### src/hdl/lapjd_pkg.sv
// ----------------------------------------------------------------------------
// lapjd_pkg: shared types and constants of the lap joint step detector
// Field widths, register codes, status codes, queue entry and result formats.
// ----------------------------------------------------------------------------
`default_nettype none

package lapjd_pkg;

    // Widths of the request and result fields.
    localparam int COORD_W   = 20;
    localparam int STEP_W    = 20;
    localparam int CONF_W    = 16;
    localparam int STATUS_W  = 2;
    localparam int CFG_IDX_W = 3;

    // Default sizing of the point store and the scan.
    localparam int DEF_MAX_POINTS = 2048;
    localparam int DEF_EDGE_GUARD = 5;
    localparam int DEF_MIN_POINTS = 20;

    // Depth of the queue between the front and the back.
    localparam int QUEUE_DEPTH = 2;

    // Confidence is a Q1.15 quotient: fifteen quotient bits, 1.0 as its own code.
    localparam int              DIV_STEPS = 15;
    localparam logic [CONF_W-1:0] CONF_ONE = 16'h8000;

    // Result status codes.
    typedef enum logic [STATUS_W-1:0] {
        ST_FOUND      = 2'd0,
        ST_FEW_POINTS = 2'd1,
        ST_STEP_SMALL = 2'd2
    } status_t;

    // Configuration register indexes.
    typedef enum logic [CFG_IDX_W-1:0] {
        REG_ROI_X_MIN  = 3'd0,
        REG_ROI_X_MAX  = 3'd1,
        REG_ROI_Z_MIN  = 3'd2,
        REG_ROI_Z_MAX  = 3'd3,
        REG_MIN_STEP   = 3'd4,
        REG_MAX_STEP   = 3'd5
    } cfg_idx_t;

    // Configuration register file.
    typedef struct packed {
        logic signed [COORD_W-1:0] roi_x_min;
        logic signed [COORD_W-1:0] roi_x_max;
        logic signed [COORD_W-1:0] roi_z_min;
        logic signed [COORD_W-1:0] roi_z_max;
        logic        [STEP_W-1:0]  min_step;
        logic        [STEP_W-1:0]  max_step;
    } cfg_t;

    localparam cfg_t CFG_RESET = '{
        roi_x_min: 20'h80000,
        roi_x_max: 20'h7FFFF,
        roi_z_min: 20'h80000,
        roi_z_max: 20'h7FFFF,
        min_step:  20'd500,
        max_step:  20'd5000
    };

    // One classified point as it travels through the queue.
    typedef struct packed {
        logic signed [COORD_W-1:0] x;
        logic signed [COORD_W-1:0] z;
        logic                      keep;
        logic                      last;
    } entry_t;

    // One result as held in the output register.
    typedef struct packed {
        logic [STATUS_W-1:0]       status;
        logic signed [COORD_W-1:0] root_x;
        logic signed [COORD_W-1:0] root_z;
        logic signed [COORD_W-1:0] left_plate_z;
        logic signed [COORD_W-1:0] right_plate_z;
        logic [STEP_W-1:0]         step_height;
        logic [CONF_W-1:0]         confidence;
    } result_t;

    // Sequencer states of the back part.
    typedef enum logic [2:0] {
        B_RUN,
        B_SCAN,
        B_EVAL,
        B_DIV,
        B_DONE
    } back_state_t;

endpackage

`default_nettype wire

### src/hdl/lapjd_if.sv
// ----------------------------------------------------------------------------
// lapjd_if: channel interfaces of the lap joint step detector
// Point request channel, result channel and configuration write channel.
// ----------------------------------------------------------------------------
`default_nettype none

// Profile point requests.
interface lapjd_point_if;
    logic                                 valid;
    logic                                 ready;
    logic signed [lapjd_pkg::COORD_W-1:0] point_x;
    logic signed [lapjd_pkg::COORD_W-1:0] point_z;
    logic                                 point_ok;
    logic                                 end_of_profile;

    modport source (output valid, point_x, point_z, point_ok, end_of_profile, input ready);
    modport sink   (input valid, point_x, point_z, point_ok, end_of_profile, output ready);
endinterface


`default_nettype wire

### src/hdl/lapjd_front.sv
// ----------------------------------------------------------------------------
// lapjd_front: point intake and region filter
// Accepts point requests while the queue has room and tags each one as kept
// or dropped against the configured x/z window.
// ----------------------------------------------------------------------------
`default_nettype none

module lapjd_front (
    input  lapjd_pkg::cfg_t   cfg,
    lapjd_point_if.sink       point,
    input  logic              q_full,
    output logic              q_push,
    output lapjd_pkg::entry_t q_data
);

    logic in_window;

    // A point is kept when the sensor marked it valid and it lies in the window.
    assign in_window = ($signed(point.point_x) >= cfg.roi_x_min) &&
                       ($signed(point.point_x) <= cfg.roi_x_max) &&
                       ($signed(point.point_z) >= cfg.roi_z_min) &&
                       ($signed(point.point_z) <= cfg.roi_z_max);

    // Requests pass straight into the queue whenever it has room.
    assign point.ready = !q_full;
    assign q_push      = point.valid && !q_full;

    assign q_data.x    = point.point_x;
    assign q_data.z    = point.point_z;
    assign q_data.keep = point.point_ok && in_window;
    assign q_data.last = point.end_of_profile;

endmodule

`default_nettype wire

### src/flat_wrapper.sv
// flat-port wrapper written by rule: the top's interface ports become plain ports
module lapjd_front_flat 
  (cfg, q_full, q_push, q_data, point_valid, point_point_x, point_point_z, point_point_ok, point_end_of_profile, point_ready);
  lapjd_point_if point_i ();
  input  lapjd_pkg::cfg_t cfg;
  input  logic q_full;
  output logic q_push;
  output lapjd_pkg::entry_t q_data;
  input wire logic [$bits(point_i.valid)-1:0] point_valid;
  input wire logic [$bits(point_i.point_x)-1:0] point_point_x;
  input wire logic [$bits(point_i.point_z)-1:0] point_point_z;
  input wire logic [$bits(point_i.point_ok)-1:0] point_point_ok;
  input wire logic [$bits(point_i.end_of_profile)-1:0] point_end_of_profile;
  output wire logic [$bits(point_i.ready)-1:0] point_ready;
  assign point_i.valid = point_valid;
  assign point_i.point_x = point_point_x;
  assign point_i.point_z = point_point_z;
  assign point_i.point_ok = point_point_ok;
  assign point_i.end_of_profile = point_end_of_profile;
  assign point_ready = point_i.ready;
  lapjd_front u_core (.cfg(cfg), .point(point_i), .q_full(q_full), .q_push(q_push), .q_data(q_data));
endmodule
### config.mk
export PLATFORM = sky130hd
export DESIGN_NAME = lapjd_front_flat
export DESIGN_NICKNAME = d
export VERILOG_FILES = /design/src/hdl/lapjd_pkg.sv /design/src/hdl/lapjd_if.sv /design/src/hdl/lapjd_front.sv /design/src/flat_wrapper.sv
export SDC_FILE = /design/constraint.sdc
export NUM_CORES = 1
export LEC_CHECK = 0
export ABC_CLOCK_PERIOD_IN_PS = 4350
export BUFFER_PORTS_ARGS = -buffer_cell sky130_fd_sc_hd__buf_2
export CAP_MARGIN = 20
export CORE_MARGIN = 3
export CORE_UTILIZATION = 40
export DETAILED_ROUTE_END_ITERATION = 10
export PLACE_DENSITY = 0.83
export SYNTH_ARGS = -nofsm -noshare
export SYNTH_HDL_FRONTEND = slang
export SYNTH_SLANG_ARGS = --single-unit
### constraint.sdc
create_clock -name vclk -period 4.35
set_clock_uncertainty 0.05 [all_clocks]
set_input_delay 0 -clock vclk [all_inputs]
set_output_delay 0 -clock vclk [all_outputs]
set_load 0.02 [all_outputs]
==> run_results.csv <==
group,metric,value,unit
routing,firstDrtPassIters,4,
pwr,p_leak,1.98,nW
worst_setup_path,cp-end-kind,"output pin",
timing,setup-violations-final,0,
timing,finalSetupTns,0,ns
finish,fill_cells,586,
timing,rsz0062_at_grt,"false",
timing,max_slew_margin,68.9,%
grt,antenna_found_initial,0,
yosys,ys_warn_count,0,
worst_setup_path,required,4.30,ns
die,die_h,84.5,um
pwr,powerDensity,96.0,nW/um2
min_path,hp-class,"input pin to output pin",
grt,grt_pass1_wl,10700,um
yosys,syn-cell-area,2460,um2
grt,grt_max_degree,5,
finish,drive_gt1_share,37.9,%
finish,multiInputGateArea,1840,um2
placement,place_hpwl,6290,um
finish,final_common_cell,"buf_2",
die,io_pins,208,
timing,worst_pin_slew,0.460,ns
finish,nFlopsAndLatches,0,
pwr,peakVddDrop,51.0,uV
routing,dr_total_vias,2647,
die,core,5740,um2
worst_setup_path,crit_type,"input pin to output pin",
finish,final_cells,528,
die,start_util,42.9,%
finish,finish.net_count,702,
die,die_w,84.5,um
worst_setup_path,crit_slowest_cell,"nor4bb_1",
worst_setup_path,path_delay_family,"simple AND/OR/NAND/NOR gates",
grt,grt_overflow,0,
yosys,synth.avg_cell_area,7.46,um2
worst_setup_path,path_cells,"buf_2 -> ha_1 -> and4_1 -> nor4bb_1 -> a21boi_1 -> a2111oi_4 -> mux2i_1 -> nor4_2 -> buf_2",
routing,drc,0,
placement,port-buffer-count,166,
yosys,syn_nets,574,
finish,syn_to_final_growth,25.3,%
worst_setup_path,cp.arrival,2.15,ns
finish,diodes,0,
timing,slew_violations,0,
routing,wl_per_cell,12.6,um
timing,finalCritPeriodShare,50.6,%
routing,initialDrtViolationCount,34,
timing,hold_ws,0.184,ns
finish,clock_buffer_count,0,
placement,placed_cell_area,3080,um2
timing,fin_crit,2.20,ns
placement,place_inst,527,
finish,regArea,0,um2
placement,gp_congestion,0.810,
grt,grt_pass1_vias,2612,
finish,final_area,3090,um2
cts,cts_setup_buffers,0,
routing,drt-total-wl,6640,um
grt,track_usage,17.5,%
worst_setup_path,cp_max_fo,3,
die,dieArea,7130,um2
worst_setup_path,cpMostUsedCell,"buf_2",
yosys,synth_cells,330,
yosys,ys_seq_area_share,0,%
yosys,yosysUniqueCellTypes,28,
timing,hold_viol,0,
worst_setup_path,critPathBufInv,2,
worst_setup_path,start_kind,"input pin",
pwr,finalPower,0.000296,W
routing,via_per_inst,5.01,
timing,fmax,454,MHz
flow_run,cap_violations,0,
worst_setup_path,crit_path_max_incr_delay,0.46,ns
die,row_count,27,
routing,final_antenna_net_count,0,
outcome,status,"completed",
finish,final_cell_mix,"166 x buf_2, 84 x inv_1, 80 x ha_1, 26 x a21oi_1, 13 x nand4_1",
-- repair_timing --
action                     4_1_cts  5_1_grt
hold buffers                     1        0
hold endpoints to repair         1        0
resized for setup                0        0
setup endpoints to repair        0        0
-- cell type report --
type / count / area share (%)
multi-input cells: 205 / 59.6
repair buffers: 167 / 27.3
inverters: 84 / 10.2
well taps: 72 / 2.92
-- layer usage --
layer  track usage [%]  share of wire, %
met2              38.2                54
met4              1.29              0.38
met5                 0                 0
met3              1.77               8.6
met1              18.1                37
-- report_power, final --
part           total [W]  switching (W)  internal (W)
clock                  0              0             0
combinational   0.000296       0.000159      0.000137
sequential             0              0             0
-- through the flow --
step / setup WS, ns / utilization [%]
after floorplan: 2.44 / -
after CTS: 2.14 / 53.7
after detailed placement: 2.14 / 53.6
after global routing: 2.03 / 53.7
final: 2.15 / 53.7
after global placement: 2.21 / 53.6
-- cell families after synthesis --
family / after synthesis / share of synthesized area, %
compound gates: 63 / 18.1
fa+ha+maj: 80 / 40.7
buf+inv: 125 / 25.3
mux: 3 / 1.22
simple gates: 59 / 14.7
-- synthesized netlist by cell type (all sizes together) (2+ instances only) --
cell      n  area (um2)
inv      84         315
ha       80        1000
buf      41         308
a21oi    29         156
nand4    13        81.3
nand2    11        41.3
nand3     9        45.0
and4      8        70.1
o21ai     8        40.0
nor2b     7        43.8
a21o      6        45.0
o211ai    5        37.5
a2111oi   4        73.8
a21boi    4        30.0
nor2      4        15.0
a221o     3        30.0
mux2i     3        30.0
nor4bb    3        30.0
nor3      2        10.0
nor4      2        25.0
-- final timing paths --
check,cells after the start,from,to
worst max-delay path,9,point_point_x[10],q_data[1]
worst min-delay path,2,point_point_x[0],q_data[22]
Power figures use the tool's default switching activity.
