$ cat src/hdl/lapjd_pkg.sv
// ----------------------------------------------------------------------------
// lapjd_pkg: shared types and constants of the lap joint step detector
// Field widths, register codes, status codes, queue entry and result formats.
// ----------------------------------------------------------------------------
`default_nettype none

package lapjd_pkg;

    // Widths of the request and result fields.
    localparam int COORD_W   = 20;
    localparam int STEP_W    = 20;
    localparam int CONF_W    = 16;
    localparam int STATUS_W  = 2;
    localparam int CFG_IDX_W = 3;

    // Default sizing of the point store and the scan.
    localparam int DEF_MAX_POINTS = 2048;
    localparam int DEF_EDGE_GUARD = 5;
    localparam int DEF_MIN_POINTS = 20;

    // Depth of the queue between the front and the back.
    localparam int QUEUE_DEPTH = 2;

    // Confidence is a Q1.15 quotient: fifteen quotient bits, 1.0 as its own code.
    localparam int              DIV_STEPS = 15;
    localparam logic [CONF_W-1:0] CONF_ONE = 16'h8000;

    // Result status codes.
    typedef enum logic [STATUS_W-1:0] {
        ST_FOUND      = 2'd0,
        ST_FEW_POINTS = 2'd1,
        ST_STEP_SMALL = 2'd2
    } status_t;

    // Configuration register indexes.
    typedef enum logic [CFG_IDX_W-1:0] {
        REG_ROI_X_MIN  = 3'd0,
        REG_ROI_X_MAX  = 3'd1,
        REG_ROI_Z_MIN  = 3'd2,
        REG_ROI_Z_MAX  = 3'd3,
        REG_MIN_STEP   = 3'd4,
        REG_MAX_STEP   = 3'd5
    } cfg_idx_t;

    // Configuration register file.
    typedef struct packed {
        logic signed [COORD_W-1:0] roi_x_min;
        logic signed [COORD_W-1:0] roi_x_max;
        logic signed [COORD_W-1:0] roi_z_min;
        logic signed [COORD_W-1:0] roi_z_max;
        logic        [STEP_W-1:0]  min_step;
        logic        [STEP_W-1:0]  max_step;
    } cfg_t;

    localparam cfg_t CFG_RESET = '{
        roi_x_min: 20'h80000,
        roi_x_max: 20'h7FFFF,
        roi_z_min: 20'h80000,
        roi_z_max: 20'h7FFFF,
        min_step:  20'd500,
        max_step:  20'd5000
    };

    // One classified point as it travels through the queue.
    typedef struct packed {
        logic signed [COORD_W-1:0] x;
        logic signed [COORD_W-1:0] z;
        logic                      keep;
        logic                      last;
    } entry_t;

    // One result as held in the output register.
    typedef struct packed {
        logic [STATUS_W-1:0]       status;
        logic signed [COORD_W-1:0] root_x;
        logic signed [COORD_W-1:0] root_z;
        logic signed [COORD_W-1:0] left_plate_z;
        logic signed [COORD_W-1:0] right_plate_z;
        logic [STEP_W-1:0]         step_height;
        logic [CONF_W-1:0]         confidence;
    } result_t;

    // Sequencer states of the back part.
    typedef enum logic [2:0] {
        B_RUN,
        B_SCAN,
        B_EVAL,
        B_DIV,
        B_DONE
    } back_state_t;

endpackage

`default_nettype wire

$ cat src/hdl/lapjd_queue.sv
// ----------------------------------------------------------------------------
// lapjd_queue: short queue between the front and the back
// A small circular buffer of classified points so that intake and the
// end-of-profile scan can stall independently.
// ----------------------------------------------------------------------------
`default_nettype none

module lapjd_queue #(
    parameter int DEPTH = lapjd_pkg::QUEUE_DEPTH
) (
    input  logic              clk,
    input  logic              rst_n,
    input  logic              push,
    input  lapjd_pkg::entry_t wdata,
    output logic              full,
    input  logic              pop,
    output lapjd_pkg::entry_t rdata,
    output logic              empty
);

    localparam int PW = (DEPTH > 1) ? $clog2(DEPTH) : 1;
    localparam int CW = $clog2(DEPTH + 1);

    lapjd_pkg::entry_t buf_reg [DEPTH];
    logic [PW-1:0]     wr_ptr_reg, wr_ptr_next;
    logic [PW-1:0]     rd_ptr_reg, rd_ptr_next;
    logic [CW-1:0]     fill_reg, fill_next;
    logic              do_push, do_pop;

    assign full    = (fill_reg == CW'(DEPTH));
    assign empty   = (fill_reg == '0);
    assign do_push = push && !full;
    assign do_pop  = pop && !empty;
    assign rdata   = buf_reg[rd_ptr_reg];

    // Pointer and fill count update.
    always_comb
    begin
        wr_ptr_next = wr_ptr_reg;
        rd_ptr_next = rd_ptr_reg;
        fill_next   = fill_reg;
        if (do_push)
        begin
            wr_ptr_next = (wr_ptr_reg == PW'(DEPTH - 1)) ? '0 : wr_ptr_reg + 1'b1;
        end
        if (do_pop)
        begin
            rd_ptr_next = (rd_ptr_reg == PW'(DEPTH - 1)) ? '0 : rd_ptr_reg + 1'b1;
        end
        if (do_push && !do_pop)
        begin
            fill_next = fill_reg + 1'b1;
        end
        else if (do_pop && !do_push)
        begin
            fill_next = fill_reg - 1'b1;
        end
    end

    always_ff @(posedge clk or negedge rst_n)
    begin
        if (!rst_n)
        begin
            wr_ptr_reg <= '0;
            rd_ptr_reg <= '0;
            fill_reg   <= '0;
        end
        else
        begin
            wr_ptr_reg <= wr_ptr_next;
            rd_ptr_reg <= rd_ptr_next;
            fill_reg   <= fill_next;
        end
    end

    // Entry storage.
    always_ff @(posedge clk)
    begin
        if (do_push)
        begin
            buf_reg[wr_ptr_reg] <= wdata;
        end
    end

endmodule

`default_nettype wire

$ cat config.mk
export PLATFORM = sky130hd
export DESIGN_NAME = lapjd_queue
export DESIGN_NICKNAME = d
export VERILOG_FILES = /design/src/hdl/lapjd_pkg.sv /design/src/hdl/lapjd_queue.sv
export SDC_FILE = /design/constraint.sdc
export NUM_CORES = 1
export LEC_CHECK = 0
export ABC_AREA = 0
export BUFFER_PORTS_ARGS = -buffer_cell sky130_fd_sc_hd__buf_2
export CAP_MARGIN = 30
export CORE_MARGIN = 2
export CORE_UTILIZATION = 49
export CTS_BUF_LIST = sky130_fd_sc_hd__clkbuf_8
export DETAILED_ROUTE_END_ITERATION = 10
export PLACE_DENSITY = 0.83
export SYNTH_ARGS = -nofsm -noshare
export SYNTH_HDL_FRONTEND = slang
export SYNTH_SLANG_ARGS = --single-unit
$ cat constraint.sdc
create_clock -name clk -period 2.6 [get_ports clk]
set_input_delay 0.26 -clock clk [delete_from_list [all_inputs] [get_ports clk]]
set_output_delay 0.26 -clock clk [all_outputs]
set_load 0.01 [all_outputs]
==> run metrics <==
status finished, final reports clean; most numerous cell in the Yosys netlist edfxtp_1; VDD IR max 0.7352 mV; CP Capture Type output pin; H-Tree Depth 3; Worst Skew 2.944 ps; crit path launch type flop; first-pass GRT wire length 7659 um; Critical Path RT 2340 ps; Syn. warnings 0; slew margin rel. 65.35%; worst setup path startpoint rd_ptr_reg$_DFFE_PN0P_; post-route setup slack 520.6 ps; final WL 5270 um; reg-to-reg startpoint fill_reg[0]$_DFFE_PN0P_; Hold Path End buf_reg[1][39]$_DFFE_PP_; Worst Hold Class primary input to flop; Mapped Avg Cell Area 22.86 sq um; hpwl dp 3791 um; antenna cells 0; number of library cell types mapped by synthesis 15; post-synth top area share 73.55%; Die ar. 7684 sq um; share of layout cells above drive strength 1 58.59%; crit-path cells buf_12 -> mux2_2 -> buf_2; antenna viol nets, final 0; Reg2Reg Setup Slack 790 ps; Tightest Pin Transition 518.6 ps; Final Hold Vio Count 0; Core Area 6794 sq um; Initial DRC Count 86; Area growth, synth to finish 21.78%; Async S/R FF share, synth 4.545%; total negative slack 0 ps; Cell Pwr Density 1090 nW/um^2; CP Data Arrival Time 1820 ps; Via density 4.634; sequential fraction of the synthesis area 76.47%; nets 298; GRT Total Usage 13.98%; Worst-Skew Late Latency 330 ps; crit path kind flop to output pin; Num CTS Buffers 9; largest cells by area after synthesis edfxtp_1 74%, mux2_4 17%, dfrtp_1 2.9%; Worst-path clk slew 70 ps; slowest cell on the critical path dfrtp_2; clock tree buffer depth 2; RD Place Congestion 0.6895; # Max-Cap Violations 0; Post-CTS Hold Fix Bufs 1; total grt overflow 0; final worst-path cycle share 79.98%; hold wc startpoint wdata[39]; FP Rows 30; final setup fails 0; Worst Hold Path Cells 1; placement-stage worst setup slack 770.7 ps; critical path's largest stage delay 660 ps; top_reg_cell synth edfxtp_1; post-DR wirelength/cell 14.97 um; boundary pin count 90; reg2reg end buf_reg[0][7]$_DFFE_PP_; vias in the first global route 1619; Highest Clock Rate 0.4809 GHz; Die Span Y 87.66 um; IO buf count 89; R2R cell count 4; max reg flops 84; Leak 1.709 nW; syn nets 197; Synth area leader edfxtp_1; setup bufs post-CTS 0; DR pass1 iterations 4; CTS tree built; Worst Path Buf+Inv 2; Initial Util 50.48%; RSZ-0062 raised after global routing false; crit path max fanout 30; initial antenna violation count 0; die width 87.66 um; delay-heaviest family, CP flip-flops; most common library cells after synthesis 84 x edfxtp_1, 39 x mux2_4, 4 x buf_12, 4 x dfrtp_1; Clock Sink Count 88; largest net degree at the start of global routing 31; # DRC 0; post-synth design cell area 3430 sq um; Slew Viols, Final 0; Final min period 2079 ps; Syn Inst Count 150; DR vias 1631; #FFs+latches synth 88; number of synthesized flops with an enable pin 84; Root Driver clkbuf_8; post_cts resized 0
-- how the worst max path moves through the flow --
stage / cells past startpoint / end
after detailed placement: 4 / buf_reg[0][1]$_DFFE_PP_
after global routing: 3 / rdata[20]
after global placement: 4 / buf_reg[0][8]$_DFFE_PP_
final: 3 / rdata[20]
after CTS: 3 / rdata[20]
after floorplan: 3 / buf_reg[0][0]$_DFFE_PP_
-- cells in the final DEF, fill, tap and decap left out, drive strengths merged --
cell type     n
bufinv        2
nor2          3
clkbuf        9
xor2          2
nand2b        1
dlygate4sd3   1
o21ai         1
xnor2         3
and3          1
edfxtp       84
clkinv        3
nand2         1
buf          94
ha            1
mux2         42
dfrtp         4
inv           4
-- stage by stage --
step | cells | util (%) | total power (W) | hold WS, ps | instance area (sq um)
2_1_floorplan | 150 | - | 0.003278 | -35.59 | 3432
3_3_place_gp | 335 | 58.34 | 0.003648 | 75.60 | 3964
3_5_place_dp | 335 | 58.34 | 0.003679 | 79.45 | 3964
4_1_cts | 352 | 61.47 | 0.004615 | 90.93 | 4177
5_1_grt | 352 | 61.47 | 0.004801 | 87.12 | 4177
6_report | 352 | 61.47 | 0.004554 | 109.6 | 4177
-- cells by family (layout without fill, tap and decap cells) --
logic type / after synthesis / count (layout) / synth area share, %
simple gates: 6 / 6 / 0.8027
xor+xnor: 5 / 5 / 1.277
mux: 42 / 42 / 18.06
buf+inv: 7 / 113 / 2.882
compound gates: 1 / 1 / 0.1458
flops: 88 / 88 / 76.47
fa+ha+maj: 1 / 1 / 0.3648
-- power breakdown --
part	switching [W]	leakage [nW]	total [W]	internal, W
combinational	0.000704	0.774	0.00152	0.000814
sequential	0.000158	0.826	0.00210	0.00194
clock	0.000411	0.108	0.000936	0.000525
-- cell type report --
cell class / count / area [sq um]
flip-flops and latches: 88 / 2624
fillers: 497 / 2618
multi-input cells: 55 / 716.9
repair buffers: 95 / 505.5
clock buffers: 9 / 123.9
well taps: 96 / 120.1
clock inverters: 7 / 78.83
inverters: 2 / 7.507
-- per-layer routing --
metal  GRT usage [%]  part of all wire, %
met3           4.713                  6.3
met1           17.23                   42
met5               0                    0
met2           21.49                   48
met4           8.392                  3.7
-- worst register-to-register path, stage by stage, from the launching register on --
cell and delay, ps:
dfrtp_1 430, nand2b_1 180, nand2_1 140, nor2_4 430
buf_4 330
No activity file was read; power rests on OpenSTA's default activity.
